### src/rtl/egd_pkg.sv
package egd_pkg;

    localparam int FLOORS = 16;
    localparam int CARS = 4;
    localparam int FW = $clog2(FLOORS);
    localparam int CW = (CARS > 1) ? $clog2(CARS) : 1;

    localparam logic [1:0] OP_TICK = 2'd0;
    localparam logic [1:0] OP_CALL = 2'd1;
    localparam logic [1:0] OP_DEST = 2'd2;
    localparam logic [1:0] OP_RSVD = 2'd3;

    localparam logic [1:0] DIR_STOP = 2'd0;
    localparam logic [1:0] DIR_UP = 2'd1;
    localparam logic [1:0] DIR_DOWN = 2'd2;

    typedef struct packed {
        logic [1:0] op;
        logic [2:0] car_index;
        logic [3:0] floor_num;
        logic       call_dir;
    } egd_in_t;

    typedef struct packed {
        logic [2:0]  car_id;
        logic [3:0]  car_floor;
        logic [1:0]  car_dir;
        logic [3:0]  load_left;
        logic [3:0]  unload_left;
        logic [15:0] dest_mask;
        logic [15:0] up_calls;
        logic [15:0] down_calls;
        logic        status;
        logic        last;
    } egd_out_t;

endpackage

### src/rtl/elevator_group_dispatcher_core.sv
// channel   | handshake              | payload
// s_ input  | s_valid / s_ready      | s_data  (egd_in_t)
// m_ result | m_valid / m_ready      | m_data  (egd_out_t)
// cfg       | cfg_valid / cfg_ready  | cfg_data (door_time, 4 bits)
// a tick takes each car in turn through timers and floor checks (ST_PREP), a
// floor scan (ST_SCAN) and an other-car compare (ST_CMP), both passed through
// when the car serves its own floor, then a decide/move step (ST_DEC) and a
// report step (ST_OUT) that waits on m_ready.
// calls and destinations are answered from idle with one result word on m_data.
// synchronous active-low reset clears all car and call state; door_time = 3.
// s_ready is low while an item is in work or a result waits on m_ready.
module elevator_group_dispatcher_core
    import egd_pkg::*;
(
    input  logic     aclk,
    input  logic     aresetn,
    input  logic     s_valid,
    output logic     s_ready,
    input  egd_in_t  s_data,
    output logic     m_valid,
    input  logic     m_ready,
    output egd_out_t m_data,
    input  logic     cfg_valid,
    output logic     cfg_ready,
    input  logic [3:0] cfg_data
);

    localparam logic [2:0] ST_IDLE = 3'd0;
    localparam logic [2:0] ST_PREP = 3'd1;
    localparam logic [2:0] ST_SCAN = 3'd2;
    localparam logic [2:0] ST_CMP = 3'd3;
    localparam logic [2:0] ST_DEC = 3'd4;
    localparam logic [2:0] ST_OUT = 3'd5;

    logic [2:0] state_reg, state_next;
    logic [3:0] door_reg;
    logic [FW-1:0] flr_reg [CARS];
    logic [1:0] dir_reg [CARS];
    logic [3:0] ld_reg [CARS];
    logic [3:0] ul_reg [CARS];
    logic [FLOORS-1:0] dst_reg [CARS];
    logic [FLOORS-1:0] up_reg, dn_reg;
    logic [CW-1:0] car_reg;
    logic [FW-1:0] j_reg;
    logic [CW-1:0] k_reg;
    logic da_reg, db_reg, ra_reg, rb_reg, bu_reg, bd_reg, ou_reg, od_reg, done_reg;
    logic [FW-1:0] hi_reg, lo_reg;
    logic m_valid_reg;
    egd_out_t m_data_reg;

    assign s_ready = (state_reg == ST_IDLE) && !m_valid_reg;
    assign cfg_ready = 1'b1;
    assign m_valid = m_valid_reg;
    assign m_data = m_data_reg;

    // shared per-cycle compare terms
    logic [FW-1:0] cur;
    logic [FLOORS-1:0] cbit, calls;
    logic [4:0] of5, cur5, hi5, lo5;
    logic upish, downish, self_k;
    always_comb begin
        cur = flr_reg[car_reg];
        cbit = FLOORS'(1) << cur;
        calls = up_reg | dn_reg;
        of5 = 5'(flr_reg[k_reg]);
        cur5 = 5'(cur);
        hi5 = 5'(hi_reg);
        lo5 = 5'(lo_reg);
        upish = (dir_reg[k_reg] == DIR_UP) || (dir_reg[k_reg] == DIR_STOP);
        downish = (dir_reg[k_reg] == DIR_DOWN) || (dir_reg[k_reg] == DIR_STOP);
        self_k = (k_reg == car_reg);
    end

    always_comb begin
        state_next = state_reg;
        case (state_reg)
            ST_IDLE: if (s_valid && s_ready && s_data.op == OP_TICK) state_next = ST_PREP;
            ST_PREP: state_next = ST_SCAN;
            ST_SCAN: if (done_reg || j_reg == FW'(FLOORS - 1)) state_next = ST_CMP;
            ST_CMP: if (done_reg || k_reg == CW'(CARS - 1)) state_next = ST_DEC;
            ST_DEC: state_next = ST_OUT;
            ST_OUT: if (!m_valid_reg || m_ready) begin
                state_next = (car_reg == CW'(CARS - 1)) ? ST_IDLE : ST_PREP;
            end
            default: state_next = ST_IDLE;
        endcase
    end

    always_ff @(posedge aclk) begin
        if (!aresetn) begin
            state_reg <= ST_IDLE;
            door_reg <= 4'd3;
            m_valid_reg <= 1'b0;
            up_reg <= '0;
            dn_reg <= '0;
            car_reg <= '0;
            for (int i = 0; i < CARS; i++) begin
                flr_reg[i] <= '0;
                dir_reg[i] <= DIR_STOP;
                ld_reg[i] <= '0;
                ul_reg[i] <= '0;
                dst_reg[i] <= '0;
            end
        end else begin
            state_reg <= state_next;
            if (cfg_valid) door_reg <= cfg_data;
            if (m_valid_reg && m_ready && state_reg != ST_OUT) m_valid_reg <= 1'b0;
            case (state_reg)
                // calls and destinations answer at once
                ST_IDLE: if (s_valid && s_ready) begin
                    egd_out_t r;
                    logic [CW-1:0] ci;
                    logic [FLOORS-1:0] fbit;
                    r = '0;
                    r.last = 1'b1;
                    r.status = 1'b1;
                    r.up_calls = 16'(up_reg);
                    r.down_calls = 16'(dn_reg);
                    ci = s_data.car_index[CW-1:0];
                    fbit = FLOORS'(1) << s_data.floor_num[FW-1:0];
                    car_reg <= '0;
                    if (s_data.op == OP_CALL) begin
                        if (32'(s_data.floor_num) < FLOORS) begin
                            r.status = 1'b0;
                            if (!s_data.call_dir) begin
                                up_reg <= up_reg | fbit;
                                r.up_calls = 16'(up_reg | fbit);
                            end else begin
                                dn_reg <= dn_reg | fbit;
                                r.down_calls = 16'(dn_reg | fbit);
                            end
                        end
                    end else if (s_data.op == OP_DEST) begin
                        r.car_id = s_data.car_index;
                        if (32'(s_data.car_index) < CARS) begin
                            r.car_floor = 4'(flr_reg[ci]);
                            r.car_dir = dir_reg[ci];
                            r.load_left = ld_reg[ci];
                            r.unload_left = ul_reg[ci];
                            r.dest_mask = 16'(dst_reg[ci]);
                            if (32'(s_data.floor_num) < FLOORS
                                && s_data.floor_num[FW-1:0] != flr_reg[ci]) begin
                                r.status = 1'b0;
                                dst_reg[ci] <= dst_reg[ci] | fbit;
                                r.dest_mask = 16'(dst_reg[ci] | fbit);
                                if (dir_reg[ci] == DIR_STOP) begin
                                    r.car_dir = (s_data.floor_num[FW-1:0] < flr_reg[ci])
                                        ? DIR_DOWN : DIR_UP;
                                    dir_reg[ci] <= r.car_dir;
                                end
                            end
                        end
                    end
                    if (s_data.op != OP_TICK) m_valid_reg <= 1'b1;
                    m_data_reg <= r;
                end
                // timers, top floor stop and serving the current floor
                ST_PREP: begin
                    logic [3:0] ld, ul;
                    logic [1:0] d;
                    logic served;
                    ld = (ld_reg[car_reg] != 0) ? ld_reg[car_reg] - 4'd1 : 4'd0;
                    ul = (ul_reg[car_reg] != 0) ? ul_reg[car_reg] - 4'd1 : 4'd0;
                    d = dir_reg[car_reg];
                    if (cur == FW'(FLOORS - 1) && d == DIR_UP) d = DIR_STOP;
                    served = 1'b1;
                    if ((dst_reg[car_reg] & cbit) != 0) begin
                        dst_reg[car_reg] <= dst_reg[car_reg] & ~cbit;
                        if (ul == 0) ul = door_reg;
                    end else if ((up_reg & cbit) != 0 && d != DIR_DOWN) begin
                        d = DIR_UP;
                        up_reg <= up_reg & ~cbit;
                        if (ld == 0) ld = door_reg;
                    end else if ((dn_reg & cbit) != 0 && d != DIR_UP) begin
                        d = DIR_DOWN;
                        dn_reg <= dn_reg & ~cbit;
                        if (ld == 0) ld = door_reg;
                    end else begin
                        served = 1'b0;
                    end
                    done_reg <= served;
                    ld_reg[car_reg] <= ld;
                    ul_reg[car_reg] <= ul;
                    dir_reg[car_reg] <= d;
                    j_reg <= '0;
                    k_reg <= '0;
                    {da_reg, db_reg, ra_reg, rb_reg} <= '0;
                    {bu_reg, bd_reg, ou_reg, od_reg} <= '0;
                    hi_reg <= '0;
                    lo_reg <= '0;
                end
                // one floor per cycle; nearest above keeps first, below keeps last
                ST_SCAN: if (!done_reg) begin
                    if (j_reg > cur) begin
                        if (dst_reg[car_reg][j_reg]) da_reg <= 1'b1;
                        if (calls[j_reg] && !ra_reg) begin
                            ra_reg <= 1'b1;
                            hi_reg <= j_reg;
                        end
                    end else if (j_reg < cur) begin
                        if (dst_reg[car_reg][j_reg]) db_reg <= 1'b1;
                        if (calls[j_reg]) begin
                            rb_reg <= 1'b1;
                            lo_reg <= j_reg;
                        end
                    end
                    j_reg <= j_reg + FW'(1);
                end
                // one car per cycle; the car itself is skipped
                ST_CMP: if (!done_reg) begin
                    if (!self_k) begin
                        if (upish && ra_reg && ((of5 > cur5 && of5 <= hi5)
                            || (of5 == cur5 && k_reg < car_reg))) bu_reg <= 1'b1;
                        if (downish && rb_reg && ((of5 < cur5 && of5 >= lo5)
                            || (of5 == cur5 && k_reg < car_reg))) bd_reg <= 1'b1;
                        if (upish && rb_reg && lo5 >= of5
                            && (lo5 - of5) < (cur5 - lo5)) ou_reg <= 1'b1;
                        if (downish && ra_reg && of5 >= hi5
                            && (of5 - hi5) < (hi5 - cur5)) od_reg <= 1'b1;
                    end
                    k_reg <= k_reg + CW'(1);
                end
                // direction rule and move
                ST_DEC: begin
                    logic [1:0] d;
                    d = dir_reg[car_reg];
                    if (!done_reg) begin
                        if (!da_reg && !ra_reg && !db_reg && !rb_reg) d = DIR_STOP;
                        else if (da_reg && (d == DIR_STOP || d == DIR_UP)) d = DIR_UP;
                        else if (db_reg && (d == DIR_STOP || d == DIR_DOWN)) d = DIR_DOWN;
                        else if ((d == DIR_UP || d == DIR_STOP) && ra_reg && !bu_reg
                            && !od_reg) d = DIR_UP;
                        else if ((d == DIR_DOWN || d == DIR_STOP) && rb_reg && !bd_reg
                            && !ou_reg) d = DIR_DOWN;
                        else d = DIR_STOP;
                    end
                    dir_reg[car_reg] <= d;
                    if (ld_reg[car_reg] == 0 && ul_reg[car_reg] == 0) begin
                        if (d == DIR_UP && cur < FW'(FLOORS - 1))
                            flr_reg[car_reg] <= cur + FW'(1);
                        else if (d == DIR_DOWN && cur > 0)
                            flr_reg[car_reg] <= cur - FW'(1);
                    end
                end
                // report word for this car
                ST_OUT: if (!m_valid_reg || m_ready) begin
                    m_valid_reg <= 1'b1;
                    m_data_reg.car_id <= 3'(car_reg);
                    m_data_reg.car_floor <= 4'(cur);
                    m_data_reg.car_dir <= dir_reg[car_reg];
                    m_data_reg.load_left <= ld_reg[car_reg];
                    m_data_reg.unload_left <= ul_reg[car_reg];
                    m_data_reg.dest_mask <= 16'(dst_reg[car_reg]);
                    m_data_reg.up_calls <= 16'(up_reg);
                    m_data_reg.down_calls <= 16'(dn_reg);
                    m_data_reg.status <= 1'b0;
                    m_data_reg.last <= (car_reg == CW'(CARS - 1));
                    if (car_reg != CW'(CARS - 1)) car_reg <= car_reg + CW'(1);
                end
                default: ;
            endcase
        end
    end

endmodule
### config.mk
export PLATFORM = sky130hd
export DESIGN_NAME = elevator_group_dispatcher_core
export DESIGN_NICKNAME = d
export VERILOG_FILES = /design/src/rtl/egd_pkg.sv /design/src/rtl/elevator_group_dispatcher_core.sv
export SDC_FILE = /design/constraint.sdc
export NUM_CORES = 1
export LEC_CHECK = 0
export BUFFER_PORTS_ARGS = -buffer_cell sky130_fd_sc_hd__buf_2
export CORE_ASPECT_RATIO = 1.1
export CORE_MARGIN = 1.5
export CORE_UTILIZATION = 50
export CTS_CLUSTER_SIZE = 30
export DETAILED_ROUTE_END_ITERATION = 7
export PLACE_DENSITY_LB_ADDON = 0.12
export RECOVER_POWER = 100
export SLEW_MARGIN = 0
export SYNTH_ARGS = -nofsm -noshare
export SYNTH_HDL_FRONTEND = slang
export SYNTH_SLANG_ARGS = --single-unit
export TNS_END_PERCENT = 30
### constraint.sdc
create_clock -name aclk -period 10.2 [get_ports aclk]
set_clock_uncertainty 0.2 [all_clocks]
set_input_delay 1.02 -clock aclk [delete_from_list [all_inputs] [get_ports aclk]]
set_output_delay 1.02 -clock aclk [all_outputs]
set_load 0.02 [all_outputs]
# == Yosys cells after proc, flatten, opt, wreduce, memory -nomap -nowiden ==
# Memories as Yosys holds them, arrays and structs flattened. A register that Yosys moved wholly into a read port is not among the register bits.
# Cells that the tools add are included.
# op_classes
addsub,11
n_lt_le_gt_ge,16
n_eq_ne,48
shifts,2
n_mux,196
bitwise_logic,13
n_reduce_logical,97
# op_table
cell,n
$mux 16,14
$mux 67,2
$pmux 67 s2,1
$and 16x16->16,6
$mux 4,24
$reduce_bool 32->1,3
$mux 2,45
$mux 1,83
$mux 33,2
$or 16x16->16,4
$pmux 16 s2,2
$ne 2x2->1 const B,23
$logic_and 1x1->1,36
$reduce_and 5->1,7
$mux 32,1
$reduce_or 16->1,2
$shl 1x4->16 const A,2
$mux 30,1
$pmux 4 s2,3
$sub 4x4->5,4
$pmux 1 s2,9
$pmux 3 s6,1
$reduce_and 6->1,3
$logic_not 4->1,4
40 further kinds,101
# totals
regBits,132
mem_bits_rw,120
out_inout_bits,70
wordCells,417
n_memories,5
# mem_list
memory,depth,width,read_ports,rd_ports_with_merged_regs,wr,line,source
dst_reg,4,16,2,1,4,elevator_group_dispatcher_core.sv:41,logic [FLOORS-1:0] dst_reg [CARS];
flr_reg,4,4,3,2,4,elevator_group_dispatcher_core.sv:37,logic [FW-1:0] flr_reg [CARS];
ld_reg,4,4,2,1,4,elevator_group_dispatcher_core.sv:39,logic [3:0] ld_reg [CARS];
ul_reg,4,4,2,1,4,elevator_group_dispatcher_core.sv:40,logic [3:0] ul_reg [CARS];
dir_reg,4,2,3,2,4,elevator_group_dispatcher_core.sv:38,logic [1:0] dir_reg [CARS];

# == Depth between registers and ports, before layout ==
# Gate-level depths: netlist (run 1).
# depth
word_depth,24
ltp_mapped,16
ltp_nobuf,13

# == Worst setup path before layout (run 1) ==
# No wires, ideal clock.
# synth_path
kind,input to register
start,input port s_data[5] (netlist name)
end,"memory dst_reg[3][0], enable pin"
arrival_ps,4869
t_required_ps,9581
path_slack_ps,4712
cell_stages,10
path_cell_list,clkbuf_1 > clkbuf_1 > mux4_2 > ha_1 > nand4_1 > and4_1 > nand2_1 > clkbuf_1 > nor2_1 > a311oi_1
# synth_lines
item,line,source
start: declaration,elevator_group_dispatcher_core.sv:19,"input egd_in_t s_data,"
end: declaration,elevator_group_dispatcher_core.sv:41,

==> report_table.html, run 1 <==
<table>
<tr><th>Metric</th><th>Value</th></tr>
<tr><th colspan="2">Run status</th></tr>
<tr><td>Result of the run</td><td>finished with violations</td></tr>
<tr><td>Violations in the final reports</td><td>max-capacitance violations, max-slew violations</td></tr>
<tr><th colspan="2">Clock network</th></tr>
<tr><td>H-tree level count</td><td>1</td></tr>
<tr><td>Total of hold buffers inserted after clock tree synthesis</td><td>0</td></tr>
<tr><td>CTS max path bufs</td><td>3</td></tr>
<tr><td>Post CTS Setup Buffer Count</td><td>0</td></tr>
<tr><td>TritonCTS buffer count</td><td>28</td></tr>
<tr><td>Clock root buffer</td><td>clkbuf_16</td></tr>
<tr><td>Quantity of gates resized following cts</td><td>0</td></tr>
<tr><td>TritonCTS clock tree</td><td>yes</td></tr>
<tr><td>Clk sink count</td><td>~260</td></tr>
<tr><td>Clock-pin slew reported for the worst setup and hold paths after clock tree synthesis</td><td>about 0.070 ns</td></tr>
<tr><td>Worst-Skew Late Latency</td><td>~0.56 ns</td></tr>
<tr><th colspan="2">Die</th></tr>
<tr><td>Total die area</td><td>a little over 30000 sq um</td></tr>
<tr><td>Total core area</td><td>around 30000 sq um</td></tr>
<tr><td>Horiz. Die Dim</td><td>~170 microns</td></tr>
<tr><td>Floorplan row count</td><td>66</td></tr>
<tr><td>Starting density of the core</td><td>about half</td></tr>
<tr><td>Top-Level Pins</td><td>89</td></tr>
<tr><td>Die Span Y</td><td>about 180 microns</td></tr>
<tr><th colspan="2">Pwr</th></tr>
<tr><td>Worst vdd rail ir drop</td><td>0.143 mV</td></tr>
<tr><td>Clk network pwr share</td><td>just under 40%</td></tr>
<tr><td>Switching Fraction</td><td>27.4%</td></tr>
<tr><td>Power density relative to cell area</td><td>167 nW/um^2</td></tr>
<tr><td>Leakage power total</td><td>approximately 6.1 nW</td></tr>
<tr><td>Net load switching power</td><td>0.754 mW</td></tr>
<tr><td>Logic gate share of total power</td><td>~16%</td></tr>
<tr><td>Cell-internal power</td><td>~2.0 mW</td></tr>
<tr><td>Sequential share of power</td><td>about 45%</td></tr>
<tr><th colspan="2">Timing</th></tr>
<tr><td>Worst hold slack after final layout</td><td>approximately 0.37 ns</td></tr>
<tr><td>Final critical-path share of the clock period</td><td>between 70% and 80%</td></tr>
<tr><td>Crit path setup slack, layout</td><td>about 2.5 ns</td></tr>
<tr><td>Maximum clock rate</td><td>roughly 130 MHz</td></tr>
<tr><td>Hold violation count in the final report</td><td>0</td></tr>
<tr><td>Total count of max-transition violations in the final report</td><td>between 200 and 250</td></tr>
<tr><td>Setup violators final</td><td>0</td></tr>
<tr><td>Actual slew at the worst max-slew pin</td><td>approximately 3.1 ns</td></tr>
<tr><td>Sum of negative setup slack</td><td>0 ns</td></tr>
<tr><td>Tmin final</td><td>7.72 ns</td></tr>
<tr><td>Worst slew margin relative to its limit</td><td>-109%</td></tr>
<tr><td>RSZ-0062 raised after global routing</td><td>no</td></tr>
<tr><th colspan="2">Logic synthesis</th></tr>
<tr><td>Mapped Nets</td><td>1464</td></tr>
<tr><td>Number of flip-flops and latches in the synthesized netlist</td><td>roughly 260</td></tr>
<tr><td>Post-synthesis cell count</td><td>1395</td></tr>
<tr><td>Cell area after synthesis</td><td>~15000 sq um</td></tr>
<tr><td>Unique cell type count in the Yosys netlist</td><td>87</td></tr>
<tr><td>Sequential fraction of the synthesis area</td><td>between 40% and 50%</td></tr>
<tr><td>Async S/R FF share, synth</td><td>0%</td></tr>
<tr><td>Number of synthesized flops with an enable pin</td><td>210</td></tr>
<tr><td>Number of synthesis warnings</td><td>0</td></tr>
<tr><td>Mean post-synth cell area</td><td>approximately 11 sq um</td></tr>
<tr><td>Primary FF master, synth</td><td>edfxtp_1</td></tr>
<tr><th colspan="2">Worst setup path</th></tr>
<tr><td>Reg2Reg Depth</td><td>8</td></tr>
<tr><td>Setup slack, reg-to-reg</td><td>between 2 and 2.5 ns</td></tr>
<tr><td>Cells along the critical path</td><td>clkbuf_1, mux4_2, nor2b_1, a32o_1, a221oi_2, nand2_2, nor3_1, a41oi_1</td></tr>
<tr><td>Max FO, Critical Path</td><td>37</td></tr>
<tr><td>Nature of the critical path startpoint</td><td>register</td></tr>
<tr><td>Arr. time, crit path</td><td>7.85 ns</td></tr>
<tr><td>Setup crit end kind</td><td>register</td></tr>
<tr><td>Reg-to-reg endpoint</td><td>dn_reg[12]</td></tr>
<tr><td>Critical Setup Path Class</td><td>register to register</td></tr>
<tr><td>Stage delay of the slowest cell on the critical path</td><td>2.15 ns</td></tr>
<tr><td>Cell with the largest stage delay on the worst path</td><td>nor3_1</td></tr>
<tr><td>Required time reported for the critical path endpoint</td><td>between 10 and 15 ns</td></tr>
<tr><th colspan="2">Layout</th></tr>
<tr><td>Final-layout fill cell count</td><td>between 2000 and 3000</td></tr>
<tr><td>Layout cell share with drive strength beyond 1</td><td>11.5%</td></tr>
<tr><td>Most common cell after layout, fill and taps aside</td><td>edfxtp_1</td></tr>
<tr><td>Flip-flop count of the largest register after layout</td><td>between 60 and 70</td></tr>
<tr><td>Most used cells in the layout excluding fill and tap cells</td><td>edfxtp_1 (210), nor2_1 (202), nand2_1 (117)</td></tr>
<tr><td>Antenna cells</td><td>0</td></tr>
<tr><td>Final net count</td><td>between 1500 and 2000</td></tr>
<tr><td>Post-synthesis to final-layout area growth</td><td>9.67%</td></tr>
<tr><td>Number of non-filler instances in the completed layout</td><td>1840</td></tr>
<tr><th colspan="2">Global route</th></tr>
<tr><td>Overall global routing resource usage</td><td>27.9%</td></tr>
<tr><td>Initial antenna violation count</td><td>0</td></tr>
<tr><td>Wire length of the first global-routing pass</td><td>65900 microns</td></tr>
<tr><td>Pin count of the biggest net entering global routing</td><td>67</td></tr>
<tr><td>Via count of the first global-routing pass</td><td>~11000</td></tr>
<tr><td>Final global-route overflow total</td><td>0</td></tr>
<tr><th colspan="2">Detailed routing</th></tr>
<tr><td>DR pass1 iterations</td><td>5</td></tr>
<tr><td>DRC violations left</td><td>0</td></tr>
<tr><td>Iter 0 DRT Violations</td><td>~1100</td></tr>
<tr><td>Drt wl/cell</td><td>around 23 microns</td></tr>
<tr><td>Vias</td><td>11823</td></tr>
<tr><td>Post-Route WL</td><td>between 40000 and 50000 microns</td></tr>
<tr><td>DR vias/cell</td><td>about 6.4</td></tr>
<tr><td>Antenna viol nets, final</td><td>0</td></tr>
<tr><th colspan="2">Placed design</th></tr>
<tr><td>Placed instance count</td><td>about 1800</td></tr>
<tr><td>Routability congestion estimate from global placement</td><td>0.921</td></tr>
<tr><td>Worst setup timing slack at the placement stage</td><td>roughly 3.5 ns</td></tr>
<tr><td>Detailed Place HPWL</td><td>about 30000 microns</td></tr>
<tr><td>PortBufs</td><td>just under 90</td></tr>
<tr><th colspan="2">Worst hold path</th></tr>
<tr><td>Hold-critical path endpoint</td><td>m_data[6]</td></tr>
<tr><td>WHS Path Cells</td><td>1</td></tr>
<tr><td>Start point of the worst hold path</td><td>dn_reg[4]</td></tr>
<tr><td>Path category of the worst min-delay check</td><td>register to register</td></tr>
<tr><th colspan="2">Run</th></tr>
<tr><td>Maximum Capacitance Violations</td><td>7</td></tr>
</table>
## power by group through the flow
stage | clock, mW | combinational [mW] | sequential [mW]
6_report | 1.07 | 0.442 | 1.24
5_1_grt | 1.12 | 0.483 | 1.25
4_1_cts | 1.08 | 0.449 | 1.24
3_5_place_dp | 0 | 0.447 | 1.26
3_3_place_gp | 0 | 0.441 | 1.26
2_1_floorplan | 0 | 0.298 | 1.28
## cells in the mapped netlist, types with 6 or more instances
cell	number	area share, %
inv_1	68	1.7
dfxtp_1	46	6.1
a31oi_1	22	0.91
nor4_1	7	0.29
mux2_2	6	0.45
ha_1	45	3.7
nor2_1	202	5.0
nand2_1	117	2.9
a41oi_1	18	1.0
nand3_1	26	0.86
nor2b_1	27	1.1
clkbuf_1	50	1.2
o22ai_1	8	0.33
and2_1	15	0.62
edfxtp_1	210	42
and3_1	6	0.25
mux4_2	62	9.3
buf_2	17	0.57
nor3_1	35	1.2
a21o_1	46	2.3
mux2i_1	15	1.0
a211oi_1	7	0.35
nand3b_1	6	0.30
xnor2_1	9	0.52
buf_6	7	0.52
nand4_1	25	1.0
nor3b_1	6	0.30
nand2b_1	15	0.62
o221a_2	16	1.2
o21ai_0	76	2.5
a21oi_1	63	2.1
mux4_1	6	1.0
## metal layers
layer	vias to the layer above	share of wire, %	GRT usage, %
li1	5361	-	-
met1	5798	41	38.2
met2	574	47	46.2
met3	90	8.5	4.00
met4	0	3.2	9.04
met5	-	0	0
## worst max-delay path, delay by kind of cell (launching register included)
family | cells | cell delay [ns]
AOI/OAI and AO/OA | 3 | 1.09
buffers and inverters | 1 | 1.90
muxes | 1 | 1.13
and+or+nand+nor | 3 | 2.86
DFF | 1 | 0.31
## through the flow
| stage | power (mW) | util (%) | cell area, sq um |
|---|---|---|---|
| 6_report | 2.75 | 55.8 | 16500 |
| 3_5_place_dp | 1.71 | 53.0 | 15700 |
| 2_1_floorplan | 1.57 | - | 15000 |
| 3_3_place_gp | 1.70 | 53.0 | 15700 |
| 4_1_cts | 2.77 | 56.4 | 16700 |
| 5_1_grt | 2.85 | 55.8 | 16500 |
## worst max path at each step
stage / to / slack, ns / depth (start not counted)
after CTS: dst_reg[2][13] / 4.08 / 10
final: dn_reg[12] / 2.48 / 8
after global placement: dst_reg[2][14] / 3.61 / 10
after floorplan: dst_reg[3][0] / 4.71 / 10
after global routing: dn_reg[11] / 2.00 / 8
after detailed placement: dst_reg[2][10] / 3.50 / 10
## area by class of cell
type | count | area [sq um] | area share, %
Clock buffer | 41 | 841 | 5.09
Multi-Input combinational cell | 984 | 7120 | 43.1
Tap cell | 374 | 468 | 2.84
Inverter | 72 | 270 | 1.64
Sequential cell | 256 | 7230 | 43.8
Timing Repair Buffer | 102 | 432 | 2.62
Clock inverter | 11 | 145 | 0.879
## logic make-up after synthesis
logic type	Yosys count	synth area share [%]
adders and majority gates	52	4.54
xor gates and xnor gates	14	0.815
buffers and inverters	155	4.48
AOI/OAI and AO/OA	320	14.5
and+or+nand+nor	507	15.7
muxes	90	11.9
other	1	0.0249
DFF	256	48.0
Power figures use the tool's default switching activity.
==> run 2, diff against run 1 <==
==> constraint.sdc (replaced) <==
create_clock -name aclk -period 7.4 [get_ports aclk]
set_clock_uncertainty 0.2 [all_clocks]
set_input_delay 0.74 -clock aclk [delete_from_list [all_inputs] [get_ports aclk]]
set_output_delay 0.74 -clock aclk [all_outputs]
set_load 0.02 [all_outputs]
==> report_table.html, run 2 (synthesis gave the netlist of run 1 again) <==
<table>
<tr><th>Metric</th><th>Value</th></tr>
<tr><th colspan="2">Clock network</th></tr>
<tr><td>Clock-pin slew reported for the worst setup and hold paths after clock tree synthesis</td><td>roughly 0.060 ns</td></tr>
<tr><td>Clk sink count</td><td>256</td></tr>
<tr><td>Quantity of gates resized following cts</td><td>0</td></tr>
<tr><td>TritonCTS buffer count</td><td>28</td></tr>
<tr><td>Post CTS Setup Buffer Count</td><td>0</td></tr>
<tr><td>TritonCTS clock tree</td><td>yes</td></tr>
<tr><td>H-tree level count</td><td>1</td></tr>
<tr><td>CTS max path bufs</td><td>3</td></tr>
<tr><td>Worst-Skew Late Latency</td><td>0.56 ns</td></tr>
<tr><td>Clock root buffer</td><td>clkbuf_16</td></tr>
<tr><td>Total of hold buffers inserted after clock tree synthesis</td><td>0</td></tr>
<tr><th colspan="2">Timing</th></tr>
<tr><td>Sum of negative setup slack</td><td>0 ns</td></tr>
<tr><td>Hold violation count in the final report</td><td>0</td></tr>
<tr><td>Tmin final</td><td>about 6.3 ns</td></tr>
<tr><td>Maximum clock rate</td><td>between 150 and 200 MHz</td></tr>
<tr><td>Total count of max-transition violations in the final report</td><td>around 200</td></tr>
<tr><td>Setup violators final</td><td>0</td></tr>
<tr><td>RSZ-0062 raised after global routing</td><td>no</td></tr>
<tr><td>Worst slew margin relative to its limit</td><td>-110%</td></tr>
<tr><td>Final critical-path share of the clock period</td><td>a little under nine tenths</td></tr>
<tr><td>Actual slew at the worst max-slew pin</td><td>between 3 and 4 ns</td></tr>
<tr><th colspan="2">Worst hold path</th></tr>
<tr><td>Path category of the worst min-delay check</td><td>primary input to register</td></tr>
<tr><th colspan="2">Detailed routing</th></tr>
<tr><td>DR pass1 iterations</td><td>5</td></tr>
<tr><td>DRC violations left</td><td>0</td></tr>
<tr><td>Drt wl/cell</td><td>roughly 24 microns</td></tr>
<tr><td>Antenna viol nets, final</td><td>0</td></tr>
<tr><td>DR vias/cell</td><td>between 6 and 7</td></tr>
<tr><td>Iter 0 DRT Violations</td><td>roughly 1300</td></tr>
<tr><td>Vias</td><td>about 12000</td></tr>
<tr><td>Post-Route WL</td><td>around 44000 microns</td></tr>
<tr><th colspan="2">Worst setup path</th></tr>
<tr><td>Start point of the critical path</td><td>aresetn</td></tr>
<tr><td>Setup slack, reg-to-reg</td><td>1.17 ns</td></tr>
<tr><td>Critical Setup Path Class</td><td>primary input to register</td></tr>
<tr><td>Nature of the critical path startpoint</td><td>primary input</td></tr>
<tr><td>Arr. time, crit path</td><td>6.32 ns</td></tr>
<tr><td>Setup crit end kind</td><td>register</td></tr>
<tr><td>Reg-to-reg endpoint</td><td>up_reg[0]</td></tr>
<tr><td>Max FO, Critical Path</td><td>55</td></tr>
<tr><td>Required time reported for the critical path endpoint</td><td>between 7 and 8 ns</td></tr>
<tr><td>Capture point of the critical path</td><td>dst_reg[0][0]</td></tr>
<tr><td>Reg2Reg Depth</td><td>9</td></tr>
<tr><th colspan="2">Layout</th></tr>
<tr><td>Final-layout fill cell count</td><td>roughly 2600</td></tr>
<tr><td>Flip-flop count of the largest register after layout</td><td>67</td></tr>
<tr><td>Area taken by multi-input logic gates</td><td>7140 sq um</td></tr>
<tr><td>FF/Latch Area</td><td>approximately 7200 sq um</td></tr>
<tr><td>Final net count</td><td>between 1500 and 2000</td></tr>
<tr><td>Most used cells in the layout excluding fill and tap cells</td><td>edfxtp_1 (210), nor2_1 (202), nand2_1 (118)</td></tr>
<tr><td>Number of non-filler instances in the completed layout</td><td>between 1500 and 2000</td></tr>
<tr><td>Most common cell after layout, fill and taps aside</td><td>edfxtp_1</td></tr>
<tr><td>Layout cell share with drive strength beyond 1</td><td>~11%</td></tr>
<tr><td>Post-synthesis to final-layout area growth</td><td>9.20%</td></tr>
<tr><td>Antenna cells</td><td>0</td></tr>
<tr><th colspan="2">Global route</th></tr>
<tr><td>Met3 track demand over resource</td><td>roughly 4.7%</td></tr>
<tr><td>Overall global routing resource usage</td><td>between 20% and 30%</td></tr>
<tr><td>Layer carrying the most global-route usage</td><td>met2</td></tr>
<tr><td>Via count of the first global-routing pass</td><td>approximately 11000</td></tr>
<tr><td>Final global-route overflow total</td><td>0</td></tr>
<tr><td>Pin count of the biggest net entering global routing</td><td>between 60 and 70</td></tr>
<tr><td>GR met2 Demand/Resource</td><td>45.3%</td></tr>
<tr><td>Wire length of the first global-routing pass</td><td>about 68000 microns</td></tr>
<tr><td>Met1 global-route usage</td><td>between 40 and 50%</td></tr>
<tr><td>Initial antenna violation count</td><td>0</td></tr>
<tr><th colspan="2">Placed design</th></tr>
<tr><td>Placed instance count</td><td>approximately 1800</td></tr>
<tr><td>PortBufs</td><td>slightly below 90</td></tr>
<tr><td>Routability congestion estimate from global placement</td><td>~0.93</td></tr>
<tr><td>Detailed Place HPWL</td><td>about 32000 microns</td></tr>
<tr><th colspan="2">Die</th></tr>
<tr><td>Total core area</td><td>just under 30000 sq um</td></tr>
<tr><td>Die Span Y</td><td>185 microns</td></tr>
<tr><td>Horiz. Die Dim</td><td>between 150 and 200 microns</td></tr>
<tr><td>Starting density of the core</td><td>between 50 and 60%</td></tr>
<tr><td>Top-Level Pins</td><td>between 80 and 90</td></tr>
<tr><td>Total die area</td><td>roughly 31000 sq um</td></tr>
<tr><td>Floorplan row count</td><td>66</td></tr>
<tr><th colspan="2">Run status</th></tr>
<tr><td>Violations in the final reports</td><td>max-capacitance violations, max-slew violations</td></tr>
<tr><td>Result of the run</td><td>finished with violations</td></tr>
<tr><th colspan="2">Pwr</th></tr>
<tr><td>Logic gate share of total power</td><td>around 16%</td></tr>
<tr><td>Clk network pwr share</td><td>~38%</td></tr>
<tr><td>Net load switching power</td><td>approximately 1.0 mW</td></tr>
<tr><td>Switching Fraction</td><td>between 20% and 30%</td></tr>
<tr><td>Cell-internal power</td><td>2.69 mW</td></tr>
<tr><td>Sequential share of power</td><td>between 40% and 50%</td></tr>
<tr><td>Power density relative to cell area</td><td>about 230 nW/um^2</td></tr>
<tr><td>Worst vdd rail ir drop</td><td>0.179 mV</td></tr>
<tr><td>Leakage power total</td><td>6.05 nW</td></tr>
<tr><th colspan="2">Run</th></tr>
<tr><td>Maximum Capacitance Violations</td><td>5</td></tr>
</table>
[run 2: worst max-delay path: stages]
cell	delay [ns]
clkbuf_1	0.56
clkbuf_1	1.98
nand2_1	1.22
o32ai_1	0.62
a32oi_2	0.40
nand2_1	0.72
[run 2: power by group through the flow]
stage / clock (mW) / combinational, mW / sequential, mW
after floorplan: 0 / 0.410 / 1.76
after global placement: 0 / 0.599 / 1.75
after detailed placement: 0 / 0.607 / 1.75
after CTS: 1.42 / 0.611 / 1.72
after global routing: 1.47 / 0.662 / 1.74
final: 1.40 / 0.601 / 1.73
[run 2: worst min-delay path by stage]
stage | startpoint | to | slack, ns | cells past startpoint
2_1_floorplan | dn_reg[15] | m_data[17] | 0.31 | 1
3_3_place_gp | dn_reg[0] | m_data[2] | 0.36 | 1
3_5_place_dp | dn_reg[0] | m_data[2] | 0.36 | 1
4_1_cts | cfg_data[0] | door_reg[0] | 0.19 | 3
5_1_grt | cfg_data[0] | door_reg[0] | 0.22 | 3
6_report | cfg_data[0] | door_reg[0] | 0.21 | 3
[run 2: per-layer routing]
metal,vias to the layer above,part of all wire [%],wire [microns]
li1,5355,-,-
met1,5679,42,18300
met2,582,46,20100
met3,98,9.2,4040
met4,0,3.3,1460
met5,-,0,0
[run 2: area by class of cell]
class                           count  area share, %
Inverter                           72           1.64
Tap cell                          374           2.85
Multi-Input combinational cell    984           43.4
Clock buffer                       43           4.98
Clock inverter                      8          0.571
Timing Repair Buffer               99           2.54
Sequential cell                   256           44.0
[run 2: through the flow]
step           power (mW)  cell area, sq um  setup WS (ns)  util [%]  hold slack, ns
2_1_floorplan        2.17             15000           2.19         -           0.310
3_3_place_gp         2.35             15700           1.91      52.9           0.360
5_1_grt              3.87             16400          0.829      55.6           0.220
3_5_place_dp         2.36             15700           1.81      52.9           0.365
4_1_cts              3.75             16600           2.09      56.0           0.189
6_report             3.73             16400           1.07      55.6           0.206
==> run 3, diff against run 2 <==
==> constraint.sdc (replaced) <==
create_clock -name aclk -period 5.9 [get_ports aclk]
set_clock_uncertainty 0.2 [all_clocks]
set_input_delay 0.59 -clock aclk [delete_from_list [all_inputs] [get_ports aclk]]
set_output_delay 0.59 -clock aclk [all_outputs]
set_load 0.02 [all_outputs]
==> report_table.html, run 3 (synthesis gave the netlist of run 1 again) <==
<table>
<tr><th>Metric</th><th>Value</th></tr>
<tr><th colspan="2">Clock network</th></tr>
<tr><td>TritonCTS clock tree</td><td>yes</td></tr>
<tr><td>Total of hold buffers inserted after clock tree synthesis</td><td>0</td></tr>
<tr><td>Clk sink count</td><td>256</td></tr>
<tr><td>Post CTS Setup Buffer Count</td><td>0</td></tr>
<tr><td>CTS max path bufs</td><td>3</td></tr>
<tr><td>Worst-Skew Late Latency</td><td>0.56 ns</td></tr>
<tr><td>Clock root buffer</td><td>clkbuf_16</td></tr>
<tr><td>TritonCTS buffer count</td><td>28</td></tr>
<tr><td>Clock-pin slew reported for the worst setup and hold paths after clock tree synthesis</td><td>about 0.06 ns</td></tr>
<tr><td>H-tree level count</td><td>1</td></tr>
<tr><td>Quantity of gates resized following cts</td><td>0</td></tr>
<tr><th colspan="2">Detailed routing</th></tr>
<tr><td>DR vias/cell</td><td>about 6.4</td></tr>
<tr><td>Antenna viol nets, final</td><td>0</td></tr>
<tr><td>DRC violations left</td><td>0</td></tr>
<tr><td>Drt wl/cell</td><td>about 23 microns</td></tr>
<tr><td>Iter 0 DRT Violations</td><td>~1200</td></tr>
<tr><td>Post-Route WL</td><td>43200 microns</td></tr>
<tr><td>DR pass1 iterations</td><td>5</td></tr>
<tr><td>Vias</td><td>approximately 12000</td></tr>
<tr><th colspan="2">Pwr</th></tr>
<tr><td>Clk network pwr share</td><td>about 39%</td></tr>
<tr><td>Net load switching power</td><td>~1.3 mW</td></tr>
<tr><td>Sequential share of power</td><td>45.6%</td></tr>
<tr><td>Worst vdd rail ir drop</td><td>approximately 0.23 mV</td></tr>
<tr><td>Cell-internal power</td><td>about 3.4 mW</td></tr>
<tr><td>Leakage power total</td><td>6.12 nW</td></tr>
<tr><td>Logic gate share of total power</td><td>between 10% and 20%</td></tr>
<tr><td>Power density relative to cell area</td><td>286 nW/um^2</td></tr>
<tr><td>Switching Fraction</td><td>between 20% and 30%</td></tr>
<tr><th colspan="2">Run status</th></tr>
<tr><td>Violations in the final reports</td><td>max-capacitance violations, max-slew violations</td></tr>
<tr><td>Result of the run</td><td>finished with violations</td></tr>
<tr><th colspan="2">Worst setup path</th></tr>
<tr><td>Cells along the critical path</td><td>mux4_2, nor2b_1, a32o_1, a221oi_2, and2_0, clkbuf_1, a31oi_1, o31ai_1</td></tr>
<tr><td>Critical Setup Path Class</td><td>register to register</td></tr>
<tr><td>Stage delay of the slowest cell on the critical path</td><td>just over 1 ns</td></tr>
<tr><td>Arr. time, crit path</td><td>5.35 ns</td></tr>
<tr><td>Cell with the largest stage delay on the worst path</td><td>clkbuf_1</td></tr>
<tr><td>Max FO, Critical Path</td><td>37</td></tr>
<tr><td>Kind of cell adding the most delay to the critical path</td><td>compound AO/OA/AOI/OAI gates</td></tr>
<tr><td>Setup crit end kind</td><td>register</td></tr>
<tr><td>Required time reported for the critical path endpoint</td><td>between 6 and 7 ns</td></tr>
<tr><td>Crit path buffers/inverters</td><td>1</td></tr>
<tr><td>Nature of the critical path startpoint</td><td>register</td></tr>
<tr><th colspan="2">Layout</th></tr>
<tr><td>Number of non-filler instances in the completed layout</td><td>between 1500 and 2000</td></tr>
<tr><td>Final net count</td><td>1522</td></tr>
<tr><td>Post-synthesis to final-layout area growth</td><td>9.93%</td></tr>
<tr><td>Most used cells in the layout excluding fill and tap cells</td><td>edfxtp_1 (210), nor2_1 (202), nand2_1 (118)</td></tr>
<tr><td>Layout cell share with drive strength beyond 1</td><td>about an eighth</td></tr>
<tr><td>Final-layout fill cell count</td><td>2634</td></tr>
<tr><td>Most common cell after layout, fill and taps aside</td><td>edfxtp_1</td></tr>
<tr><td>Antenna cells</td><td>0</td></tr>
<tr><td>Flip-flop count of the largest register after layout</td><td>67</td></tr>
<tr><th colspan="2">Placed design</th></tr>
<tr><td>PortBufs</td><td>87</td></tr>
<tr><td>Placed instance count</td><td>between 1500 and 2000</td></tr>
<tr><td>Routability congestion estimate from global placement</td><td>0.917</td></tr>
<tr><td>Detailed Place HPWL</td><td>between 30000 and 40000 microns</td></tr>
<tr><th colspan="2">Die</th></tr>
<tr><td>Total die area</td><td>a little over 30000 sq um</td></tr>
<tr><td>Floorplan row count</td><td>66</td></tr>
<tr><td>Horiz. Die Dim</td><td>168 microns</td></tr>
<tr><td>Die Span Y</td><td>around 180 microns</td></tr>
<tr><td>Starting density of the core</td><td>between 50% and 60%</td></tr>
<tr><td>Total core area</td><td>29600 sq um</td></tr>
<tr><td>Top-Level Pins</td><td>approximately 90</td></tr>
<tr><th colspan="2">Global route</th></tr>
<tr><td>Wire length of the first global-routing pass</td><td>between 60000 and 70000 microns</td></tr>
<tr><td>Overall global routing resource usage</td><td>between 20 and 30%</td></tr>
<tr><td>Initial antenna violation count</td><td>0</td></tr>
<tr><td>Final global-route overflow total</td><td>0</td></tr>
<tr><td>Layer carrying the most global-route usage</td><td>met2</td></tr>
<tr><td>Met1 global-route usage</td><td>38.9%</td></tr>
<tr><td>Via count of the first global-routing pass</td><td>around 11000</td></tr>
<tr><td>Pin count of the biggest net entering global routing</td><td>66</td></tr>
<tr><td>GR met2 Demand/Resource</td><td>45.0%</td></tr>
<tr><td>Met3 track demand over resource</td><td>about 4.4%</td></tr>
<tr><th colspan="2">Run</th></tr>
<tr><td>Maximum Capacitance Violations</td><td>2</td></tr>
<tr><th colspan="2">Worst hold path</th></tr>
<tr><td>Path category of the worst min-delay check</td><td>primary input to register</td></tr>
<tr><th colspan="2">Timing</th></tr>
<tr><td>Worst slew margin relative to its limit</td><td>-99.8%</td></tr>
<tr><td>Actual slew at the worst max-slew pin</td><td>between 2 and 3 ns</td></tr>
<tr><td>Hold violation count in the final report</td><td>0</td></tr>
<tr><td>Setup violators final</td><td>0</td></tr>
<tr><td>Maximum clock rate</td><td>192 MHz</td></tr>
<tr><td>Tmin final</td><td>roughly 5.2 ns</td></tr>
<tr><td>RSZ-0062 raised after global routing</td><td>no</td></tr>
<tr><td>Total count of max-transition violations in the final report</td><td>between 80 and 90</td></tr>
<tr><td>Final critical-path share of the clock period</td><td>88.1%</td></tr>
<tr><td>Sum of negative setup slack</td><td>0 ns</td></tr>
</table>
-- run 3: cell types whose count changed in the layout (fill, tap and decap cells not counted), sizes merged --
| cell | delta |
|---|---|
| clkinvlp | +1 |
| clkinv | +2 |
| inv | +1 |
| buf | +8 |
| clkbuf | +1 |
-- run 3: worst register-to-register path, delay by kind of cell, from the launching register on --
kind,cells,cell delay (ns)
AO/OA/AOI/OAI,4,1.52
buffers and inverters,1,1.02
multiplexers,1,0.94
flip-flops,1,0.74
AND/OR/NAND/NOR,2,0.58
-- run 3: metrics by stage --
stage	cell area (sq um)	utilization (%)	power, mW	setup WS, ns	hold WS, ns
2_1_floorplan	15000	-	2.72	0.842	0.310
3_3_place_gp	15700	53.3	2.95	1.24	0.353
3_5_place_dp	15700	53.3	2.96	1.17	0.367
4_1_cts	16700	56.5	4.77	1.15	0.0441
5_1_grt	16500	56.0	4.91	0.408	0.0618
6_report	16500	56.0	4.74	0.702	0.0547
-- run 3: area by class of cell --
type / instances / area, sq um / area share, %
clock inverter: 12 / 124 / 0.749
sequential: 256 / 7230 / 43.7
timing repair buffer: 111 / 492 / 2.97
inverter: 72 / 270 / 1.63
tap: 374 / 468 / 2.83
clock buffer: 40 / 840 / 5.07
multi-input combinational: 984 / 7120 / 43.0
-- run 3: metal layers --
layer | vias to the layer above | routed length (microns)
li1 | 5378 | -
met1 | 5687 | 17800
met2 | 573 | 20200
met3 | 107 | 3660
met4 | 0 | 1540
met5 | - | 0
-- run 3: final timing paths --
kind,start,end,slack [ns],cells after the start
setup reg to reg,register,dir_reg[0][1],0.70,8
hold / removal,cfg_data[0],door_reg[0],0.05,3
hold reg to reg,dn_reg[4],m_data[6],0.38,1
setup / recovery,register,dir_reg[0][1],0.70,8
-- run 3: power groups by stage --
| stage | Combinational [mW] | Clock, mW | Sequential, mW |
|---|---|---|---|
| after global placement | 0.757 | 0 | 2.19 |
| after CTS | 0.772 | 1.84 | 2.16 |
| after global routing | 0.830 | 1.91 | 2.17 |
| after detailed placement | 0.767 | 0 | 2.19 |
| final | 0.757 | 1.82 | 2.16 |
| after floorplan | 0.515 | 0 | 2.20 |
